## config.mk

```make
export PLATFORM = sky130hd
export DESIGN_NAME = aging_peer_table
export DESIGN_NICKNAME = d
export VERILOG_FILES = /design/src/rtl/core/apt_pkg.sv /design/src/rtl/core/apt_ram.sv /design/src/rtl/core/aging_peer_table.sv
export SDC_FILE = /design/constraint.sdc
export NUM_CORES = 2
export LEC_CHECK = 0
export BUFFER_PORTS_ARGS = -buffer_cell sky130_fd_sc_hd__buf_2
export CORE_UTILIZATION = 45
export DETAILED_ROUTE_END_ITERATION = 6
export PLACE_DENSITY = 0.66
export SLEW_MARGIN = 20
export SYNTH_ARGS = -nofsm -noshare
export SYNTH_HDL_FRONTEND = slang
export SYNTH_SLANG_ARGS = --single-unit
```

## constraint.sdc

```tcl
create_clock -name clk -period 7.72 [get_ports clk]
set_input_delay 1.544 -clock clk [delete_from_list [all_inputs] [get_ports clk]]
set_output_delay 1.544 -clock clk [all_outputs]
set_load 0.01 [all_outputs]
```

## src/rtl/core/apt_pkg.sv

```systemverilog
// Package for the aging peer table: sizes, codes and payload types
`default_nettype none

package apt_pkg;

    localparam int TABLE_DEPTH = 16;
    localparam int ID_BITS     = 32;
    localparam int IDX_W       = $clog2(TABLE_DEPTH);
    localparam int CNT_W       = $clog2(TABLE_DEPTH + 1);
    localparam int FIELD_W     = 32;
    localparam int TIME_W      = 32;
    localparam int COUNT_W     = 7;
    localparam int PADDR_W     = 3;

    localparam logic [TIME_W-1:0] TTL_RESET = 32'd60000;

    typedef enum logic [1:0] {
        KIND_RECORD = 2'd0,
        KIND_PRUNE  = 2'd1,
        KIND_QUERY  = 2'd2,
        KIND_CLEAR  = 2'd3
    } kind_t;

    typedef enum logic [2:0] {
        OUT_NONE      = 3'd0,
        OUT_IGNORED   = 3'd1,
        OUT_REFRESHED = 3'd2,
        OUT_APPENDED  = 3'd3,
        OUT_REPLACED  = 3'd4
    } outcome_t;

    typedef enum logic [0:0] {
        REG_OWN_ID = 1'b0,
        REG_TTL_MS = 1'b1
    } reg_idx_t;

    typedef enum logic [1:0] {
        ST_IDLE,
        ST_READ,
        ST_CHECK,
        ST_FINISH
    } state_t;

    typedef struct packed {
        kind_t              kind;
        logic [FIELD_W-1:0] peer_id;
        logic [TIME_W-1:0]  now_ms;
    } in_t;

    typedef struct packed {
        logic               found;
        outcome_t           outcome;
        logic [COUNT_W-1:0] removed;
        logic [COUNT_W-1:0] entry_count;
    } out_t;

    typedef struct packed {
        logic [ID_BITS-1:0] id;
        logic [TIME_W-1:0]  seen;
    } entry_t;

endpackage

`default_nettype wire

```

## src/rtl/core/apt_ram.sv

```systemverilog
// Generic simple dual-port RAM with registered read
`default_nettype none

module apt_ram #(
    parameter int WIDTH = 8,
    parameter int DEPTH = 16
) (
    input  wire logic                     clk,
    input  wire logic                     we,
    input  wire logic [$clog2(DEPTH)-1:0] waddr,
    input  wire logic [WIDTH-1:0]         wdata,
    input  wire logic [$clog2(DEPTH)-1:0] raddr,
    output logic      [WIDTH-1:0]         rdata
);

    logic [WIDTH-1:0] mem_reg [DEPTH];

    always_ff @(posedge clk)
    begin
        if (we)
        begin
            mem_reg[waddr] <= wdata;
        end
        rdata <= mem_reg[raddr];
    end

endmodule

`default_nettype wire

```

## src/rtl/core/aging_peer_table.sv

```systemverilog
// Aging peer table: bounded id table with last-seen times, prune by age, oldest replacement
// Each item scans the stored entries one at a time, N = entries held (0..16), then finishes;
// a clear, or an item on an empty table, goes straight to the finish state. Each stored entry
// passes through a RAM read state and a compare state on the one shared unit.
// Ready only while idle: a new item is taken only after the finish state hands off the last result.
// Reset: count cleared, own_id 0, ttl_ms 60000, no result pending; RAM contents not reset.
`default_nettype none

module aging_peer_table
    import apt_pkg::*;
(
    input  wire logic               clk,
    input  wire logic               rst_n,
    input  wire logic               in_valid,
    output logic                    in_ready,
    input  wire in_t                in_data,
    output logic                    out_valid,
    input  wire logic               out_ready,
    output out_t                    out_data,
    input  wire logic               psel,
    input  wire logic               penable,
    input  wire logic               pwrite,
    input  wire logic [PADDR_W-1:0] paddr,
    input  wire logic [31:0]        pwdata,
    output logic      [31:0]        prdata,
    output logic                    pready
);

    state_t             state_reg, state_next;
    logic [ID_BITS-1:0] own_id_reg, own_id_next;
    logic [TIME_W-1:0]  ttl_reg, ttl_next;
    logic [CNT_W-1:0]   count_reg, count_next;
    kind_t              kind_reg, kind_next;
    logic [ID_BITS-1:0] key_reg, key_next;
    logic [TIME_W-1:0]  now_reg, now_next;
    logic [CNT_W-1:0]   idx_reg, idx_next;
    logic [CNT_W-1:0]   wr_ptr_reg, wr_ptr_next;
    logic               hit_reg, hit_next;
    logic [IDX_W-1:0]   hit_idx_reg, hit_idx_next;
    logic [IDX_W-1:0]   min_idx_reg, min_idx_next;
    logic [TIME_W-1:0]  min_seen_reg, min_seen_next;
    logic               out_valid_reg, out_valid_next;
    out_t               out_data_reg, out_data_next;

    logic               ram_we;
    logic [IDX_W-1:0]   ram_waddr;
    entry_t             ram_wdata;
    logic [IDX_W-1:0]   ram_raddr;
    entry_t             rd_entry;

    logic               cfg_write;
    reg_idx_t           cfg_sel;
    logic               out_free;
    logic [TIME_W-1:0]  seen_val;
    logic [TIME_W-1:0]  age;
    logic               keep;
    logic               ignore;

    apt_ram #(
        .WIDTH($bits(entry_t)),
        .DEPTH(TABLE_DEPTH)
    ) u_ram (
        .clk  (clk),
        .we   (ram_we),
        .waddr(ram_waddr),
        .wdata(ram_wdata),
        .raddr(ram_raddr),
        .rdata(rd_entry)
    );

    assign cfg_sel   = reg_idx_t'(paddr[2]);
    assign cfg_write = psel && penable && pwrite;
    assign pready    = 1'b1;
    assign prdata    = (cfg_sel == REG_TTL_MS) ? ttl_reg : FIELD_W'(own_id_reg);

    assign in_ready  = (state_reg == ST_IDLE);
    assign out_valid = out_valid_reg;
    assign out_data  = out_data_reg;
    assign out_free  = !out_valid_reg || out_ready;

    assign seen_val  = (now_reg == '0) ? TIME_W'(1) : now_reg;
    assign age       = now_reg - rd_entry.seen;
    assign keep      = (age <= ttl_reg);
    assign ignore    = (key_reg == '0) || (key_reg == own_id_reg);

    always_ff @(posedge clk or negedge rst_n)
    begin
        if (!rst_n)
        begin
            state_reg     <= ST_IDLE;
            own_id_reg    <= '0;
            ttl_reg       <= TTL_RESET;
            count_reg     <= '0;
            out_valid_reg <= 1'b0;
        end
        else
        begin
            state_reg     <= state_next;
            own_id_reg    <= own_id_next;
            ttl_reg       <= ttl_next;
            count_reg     <= count_next;
            out_valid_reg <= out_valid_next;
        end
    end

    always_ff @(posedge clk)
    begin
        kind_reg     <= kind_next;
        key_reg      <= key_next;
        now_reg      <= now_next;
        idx_reg      <= idx_next;
        wr_ptr_reg   <= wr_ptr_next;
        hit_reg      <= hit_next;
        hit_idx_reg  <= hit_idx_next;
        min_idx_reg  <= min_idx_next;
        min_seen_reg <= min_seen_next;
        out_data_reg <= out_data_next;
    end

    always_comb
    begin
        state_next     = state_reg;
        own_id_next    = own_id_reg;
        ttl_next       = ttl_reg;
        count_next     = count_reg;
        kind_next      = kind_reg;
        key_next       = key_reg;
        now_next       = now_reg;
        idx_next       = idx_reg;
        wr_ptr_next    = wr_ptr_reg;
        hit_next       = hit_reg;
        hit_idx_next   = hit_idx_reg;
        min_idx_next   = min_idx_reg;
        min_seen_next  = min_seen_reg;
        out_valid_next = out_valid_reg && !out_ready;
        out_data_next  = out_data_reg;
        ram_we         = 1'b0;
        ram_waddr      = '0;
        ram_wdata      = rd_entry;
        ram_raddr      = idx_reg[IDX_W-1:0];

        if (cfg_write)
        begin
            case (cfg_sel)
                REG_OWN_ID: own_id_next = ID_BITS'(pwdata);
                REG_TTL_MS: ttl_next    = pwdata;
                default:    ttl_next    = ttl_reg;
            endcase
        end

        case (state_reg)
            ST_IDLE:
            begin
                if (in_valid)
                begin
                    kind_next     = in_data.kind;
                    key_next      = ID_BITS'(in_data.peer_id);
                    now_next      = in_data.now_ms;
                    idx_next      = '0;
                    wr_ptr_next   = '0;
                    hit_next      = 1'b0;
                    hit_idx_next  = '0;
                    min_idx_next  = '0;
                    min_seen_next = '0;
                    if (count_reg == '0 || in_data.kind == KIND_CLEAR)
                    begin
                        state_next = ST_FINISH;
                    end
                    else
                    begin
                        state_next = ST_READ;
                    end
                end
            end

            ST_READ:
            begin
                state_next = ST_CHECK;
            end

            ST_CHECK:
            begin
                if (kind_reg == KIND_PRUNE)
                begin
                    if (keep)
                    begin
                        ram_we      = 1'b1;
                        ram_waddr   = wr_ptr_reg[IDX_W-1:0];
                        ram_wdata   = rd_entry;
                        wr_ptr_next = wr_ptr_reg + CNT_W'(1);
                    end
                end
                else
                begin
                    if (!hit_reg && rd_entry.id == key_reg)
                    begin
                        hit_next     = 1'b1;
                        hit_idx_next = idx_reg[IDX_W-1:0];
                    end
                    if (idx_reg == '0 || rd_entry.seen < min_seen_reg)
                    begin
                        min_idx_next  = idx_reg[IDX_W-1:0];
                        min_seen_next = rd_entry.seen;
                    end
                end
                idx_next = idx_reg + CNT_W'(1);
                if (idx_next == count_reg)
                begin
                    state_next = ST_FINISH;
                end
                else
                begin
                    state_next = ST_READ;
                end
            end

            ST_FINISH:
            begin
                if (out_free)
                begin
                    out_data_next.found   = 1'b0;
                    out_data_next.outcome = OUT_NONE;
                    out_data_next.removed = '0;
                    case (kind_reg)
                        KIND_RECORD:
                        begin
                            ram_wdata.id   = key_reg;
                            ram_wdata.seen = seen_val;
                            if (ignore)
                            begin
                                out_data_next.outcome = OUT_IGNORED;
                            end
                            else if (hit_reg)
                            begin
                                ram_we                = 1'b1;
                                ram_waddr             = hit_idx_reg;
                                out_data_next.outcome = OUT_REFRESHED;
                            end
                            else if (count_reg < CNT_W'(TABLE_DEPTH))
                            begin
                                ram_we                = 1'b1;
                                ram_waddr             = count_reg[IDX_W-1:0];
                                count_next            = count_reg + CNT_W'(1);
                                out_data_next.outcome = OUT_APPENDED;
                            end
                            else
                            begin
                                ram_we                = 1'b1;
                                ram_waddr             = min_idx_reg;
                                out_data_next.outcome = OUT_REPLACED;
                            end
                        end
                        KIND_PRUNE:
                        begin
                            out_data_next.removed = COUNT_W'(count_reg - wr_ptr_reg);
                            count_next            = wr_ptr_reg;
                        end
                        KIND_QUERY:
                        begin
                            out_data_next.found = hit_reg && (key_reg != '0);
                        end
                        KIND_CLEAR:
                        begin
                            out_data_next.removed = COUNT_W'(count_reg);
                            count_next            = '0;
                        end
                        default:
                        begin
                            count_next = count_reg;
                        end
                    endcase
                    out_data_next.entry_count = COUNT_W'(count_next);
                    out_valid_next            = 1'b1;
                    state_next                = ST_IDLE;
                end
            end

            default:
            begin
                state_next = ST_IDLE;
            end
        endcase
    end

endmodule

`default_nettype wire

```

==> flow_summary_export.csv <==
group,metric,value,unit
drt,routed_wl,130,mm
floorplan,core,116000,sq um
placed_design,portBuffers,155,
critical_path,end_kind,"register",
critical_path,r2r_start,"now_reg[0]",
power_and_ir_drop,max-vdd-ir-drop,0.277,mV
floorplan,rows,125,
sta,drv_slew,0,
yosys,syn_area,52700,sq um
hold_path,min_from,"ttl_reg[29]",
sta,layout_min_cycle_time,7170,ps
hold_path,min_to,"ttl_reg[29]",
power_and_ir_drop,p_int,16.1,mW
power_and_ir_drop,combPwrFrac,0.310,
floorplan,chipHeight,344,um
power_and_ir_drop,pwr-share-seq,0.420,
cts,clock_latency,760,ps
final_layout,nets,3140,
global_route,grt_max_degree,168,
yosys,synthCells,2690,
yosys,ys_dominant_reg_cell,"edfxtp_1",
power_and_ir_drop,power.density,392,nW/um^2
sta,final-hold-violation-count,0,
floorplan,initial_core_util,0.453,
yosys,ys_warn_count,0,
global_route,grt_pass1_vias,27400,
final_layout,syn_to_final_growth,14.1,%
final_layout,regArea,37800,sq um
yosys,synth.avg_cell_area,19.6,sq um
yosys,yosysSeqAreaShare,0.718,
critical_path,crit_fanout,25,
status,status,"finished, final reports clean",
floorplan,die_x,344,um
critical_path,crit_path_start_kind,"register",
cts,ctsResizeCount,0,
final_layout,largest_reg_flops,1024,
sta,setup_violations,0,
hold_path,hp-class,"register to register",
power_and_ir_drop,p_leak,20.4,nW
cts,cts_buffers,136,
cts,clock-sinks,1292,
placed_design,hpwl,77.4,mm
power_and_ir_drop,switching_share,0.317,
power_and_ir_drop,p_clk_frac,0.269,
sta,slew_headroom,0.251,
hold_path,holdPathStages,1,
drt,via_per_inst,5.92,
critical_path,r2r_cells,22,
cts,clkTransAtPathRegs,60,ps
critical_path,critPathBufInv,2,
critical_path,path_class,"register to register",
drt,via_count,27000,
critical_path,cp.depth,22,
global_route,grt_usage,0.222,
floorplan,ios,161,
cts,cts_setup_buffers,0,
critical_path,arrival,7540,ps
cts,clockBufferDepth,3,
sta,fin_skew,35.3,ps
placed_design,place_congestion,0.843,
placed_design,preCtsSetupSlack,674,ps
global_route,grt-ovfl-total,0,
final_layout,drive_above_1_share,0.303,
global_route,grt_pass1_wl,188,mm
critical_path,crit_family,"simple AND/OR/NAND/NOR gates",
sta,fmaxAchievable,140,MHz
critical_path,reg2reg_to,"u_ram.mem_reg[15][44]",
sta,fin_setup_tns,0,ps
critical_path,crit_chain,"inv_1 > ha_1 > fa_1 > nor2b_1 > o211ai_1 > a2111o_1 > and3_1 > o21ai_1 > a221oi_1 > a21oi_1 > mux2i_1 > nand2_1 > ha_1 > nand4_1 > or3_1 > nor2_1 > nand2_1 > o21ai_0 > nand3_1 > a2bb2oi_1 > nor2_4 > buf_4",
critical_path,worstPathRequired,8090,ps
floorplan,dieArea,118000,sq um
sta,rsz0062_at_grt,"false",
cts,cts_tree,"yes",
final_layout,fillers,9018,
yosys,synthDistinctLibCells,66,
drt,wire_per_inst,28.5,um
drt,drtPass1Iterations,7,
cts,ctsHtreeMaxLevel,4,
critical_path,worst_path_largest_cell_delay,810,ps
drt,drc,0,
cts,cts-root-buf,"clkbuf_16",
drt,drt_iter0_markers,3098,
cts,postCtsHoldBufs,0,
yosys,async_flop_share,0.0557,
sta,worst-slew-pin-transition,1120,ps
sta,min_period_over_period,0.928,
drt,drtAntennaViolNets,0,
run,maxCapViolations,0,
global_route,antenna_found_initial,1,
power_and_ir_drop,power_switching,7.47,mW
critical_path,cp_slowest_cell,"nor2_4",
yosys,ys_seq_elements,1292,
sta,fin_ws,552,ps
final_layout,multi_input_area,14200,sq um
critical_path,rrSetupSlack,550,ps
yosys,synth_edf_count,1156,
cell type report:
| class | count | share of cell area |
|---|---|---|
| diodes | 1 | 0.0000416 |
| clock buffers | 181 | 0.0614 |
| clock inverters | 72 | 0.0122 |
| inverters | 119 | 0.00743 |
| multi-input cells | 1171 | 0.236 |
| flip-flops and latches | 1292 | 0.629 |
| well taps | 1524 | 0.0317 |
| repair buffers | 206 | 0.0229 |
layer usage:
metal | track usage | wire length [um] | up-vias
met5 | 0 | 0 | -
met4 | 0.0610 | 2950 | 0
met3 | 0.0455 | 11400 | 168
met2 | 0.342 | 60700 | 1192
met1 | 0.323 | 55200 | 14300
li1 | - | - | 11300
cell families (layout without fill, tap and decap cells):
logic type | Yosys count | count (layout) | share of synthesized area
buffers and inverters | 228 | 578 | 0.0165
and+or+nand+nor | 279 | 279 | 0.0262
DFF | 1292 | 1292 | 0.718
other | 2 | 4 | 0.000143
AOI/OAI and AO/OA | 191 | 191 | 0.0243
muxes | 488 | 488 | 0.173
xor gates and xnor gates | 104 | 104 | 0.0173
adders and majority gates | 106 | 106 | 0.0255
cell usage after synthesis, types with 2 or more instances:
cell          n  share of area
buf_4         4        0.00057
and3_1        8        0.00095
nor2b_1      10         0.0012
a2111oi_0     2        0.00033
o21ai_0      37         0.0035
a22oi_1       2        0.00028
nor2_1       98         0.0070
a31oi_1       2        0.00024
xor2_1       62          0.010
a2111o_1      3        0.00064
o22ai_1       5        0.00059
ha_1        104          0.025
mux4_2      320           0.14
clkbuf_1     77         0.0055
o211ai_1      4        0.00057
nand2_1      42         0.0030
a211oi_1      8         0.0011
nor3_1       13         0.0012
dfstp_2       7         0.0035
edfxtp_1   1156           0.66
buf_1        28         0.0020
o31a_1        3        0.00050
or3_1         4        0.00047
mux2i_1       7         0.0013
a21o_1       35         0.0050
o32a_1        2        0.00038
a21oi_1      48         0.0046
o21bai_1      5        0.00071
nand3_1      19         0.0018
nand4_1      27         0.0032
fa_1          2        0.00076
dfxtp_1      64          0.024
mux2_2      161          0.034
nor4_1       34         0.0040
xnor2_1      42         0.0070
inv_1       118         0.0084
a2bb2oi_1     2        0.00033
o21a_1       16         0.0023
a221oi_1      4        0.00066
nand2b_1      5        0.00059
conb_1        2        0.00014
and2_1       10         0.0012
dfrtp_1      65          0.031
power by group through the flow:
stage	Sequential [mW]	Combinational (mW)	Clock [mW]
after floorplan	9.76	5.34	0
after global placement	10.0	7.01	0
after detailed placement	10.0	7.29	0
after CTS	9.90	7.34	6.46
after global routing	9.97	7.93	6.73
final	9.91	7.32	6.35
worst max path at each step:
stage	startpoint	to	slack, ps
6_report	now_reg[0]	u_ram.mem_reg[15][44]	550
5_1_grt	now_reg[0]	u_ram.mem_reg[15][51]	260
4_1_cts	now_reg[0]	u_ram.mem_reg[15][51]	640
3_5_place_dp	now_reg[0]	u_ram.mem_reg[15][47]	670
3_3_place_gp	now_reg[0]	u_ram.mem_reg[15][50]	720
2_1_floorplan	now_reg[0]	u_ram.mem_reg[0][0]	250
layout by cell type (no fill, tap or decap), drive strengths merged, types with 58 or more instances in the layout:
cell type	count
edfxtp	1156
nor2	99
dfrtp	65
mux2	161
buf	206
xor2	62
clkbuf	181
inv	125
clkinv	58
dfxtp	64
ha	104
mux4	320
stage by stage:
stage	instances	utilization	instance area, sq um	power (mW)	hold WS [ps]
5_1_grt	4565	0.517	60100	24.6	562
4_1_cts	4565	0.517	60100	23.7	533
3_5_place_dp	4312	0.479	55700	17.3	519
3_3_place_gp	4312	0.479	55700	17.0	518
6_report	4566	0.517	60100	23.6	529
2_1_floorplan	2691	-	52700	15.1	496
No activity file was read; power rests on OpenSTA's default activity.
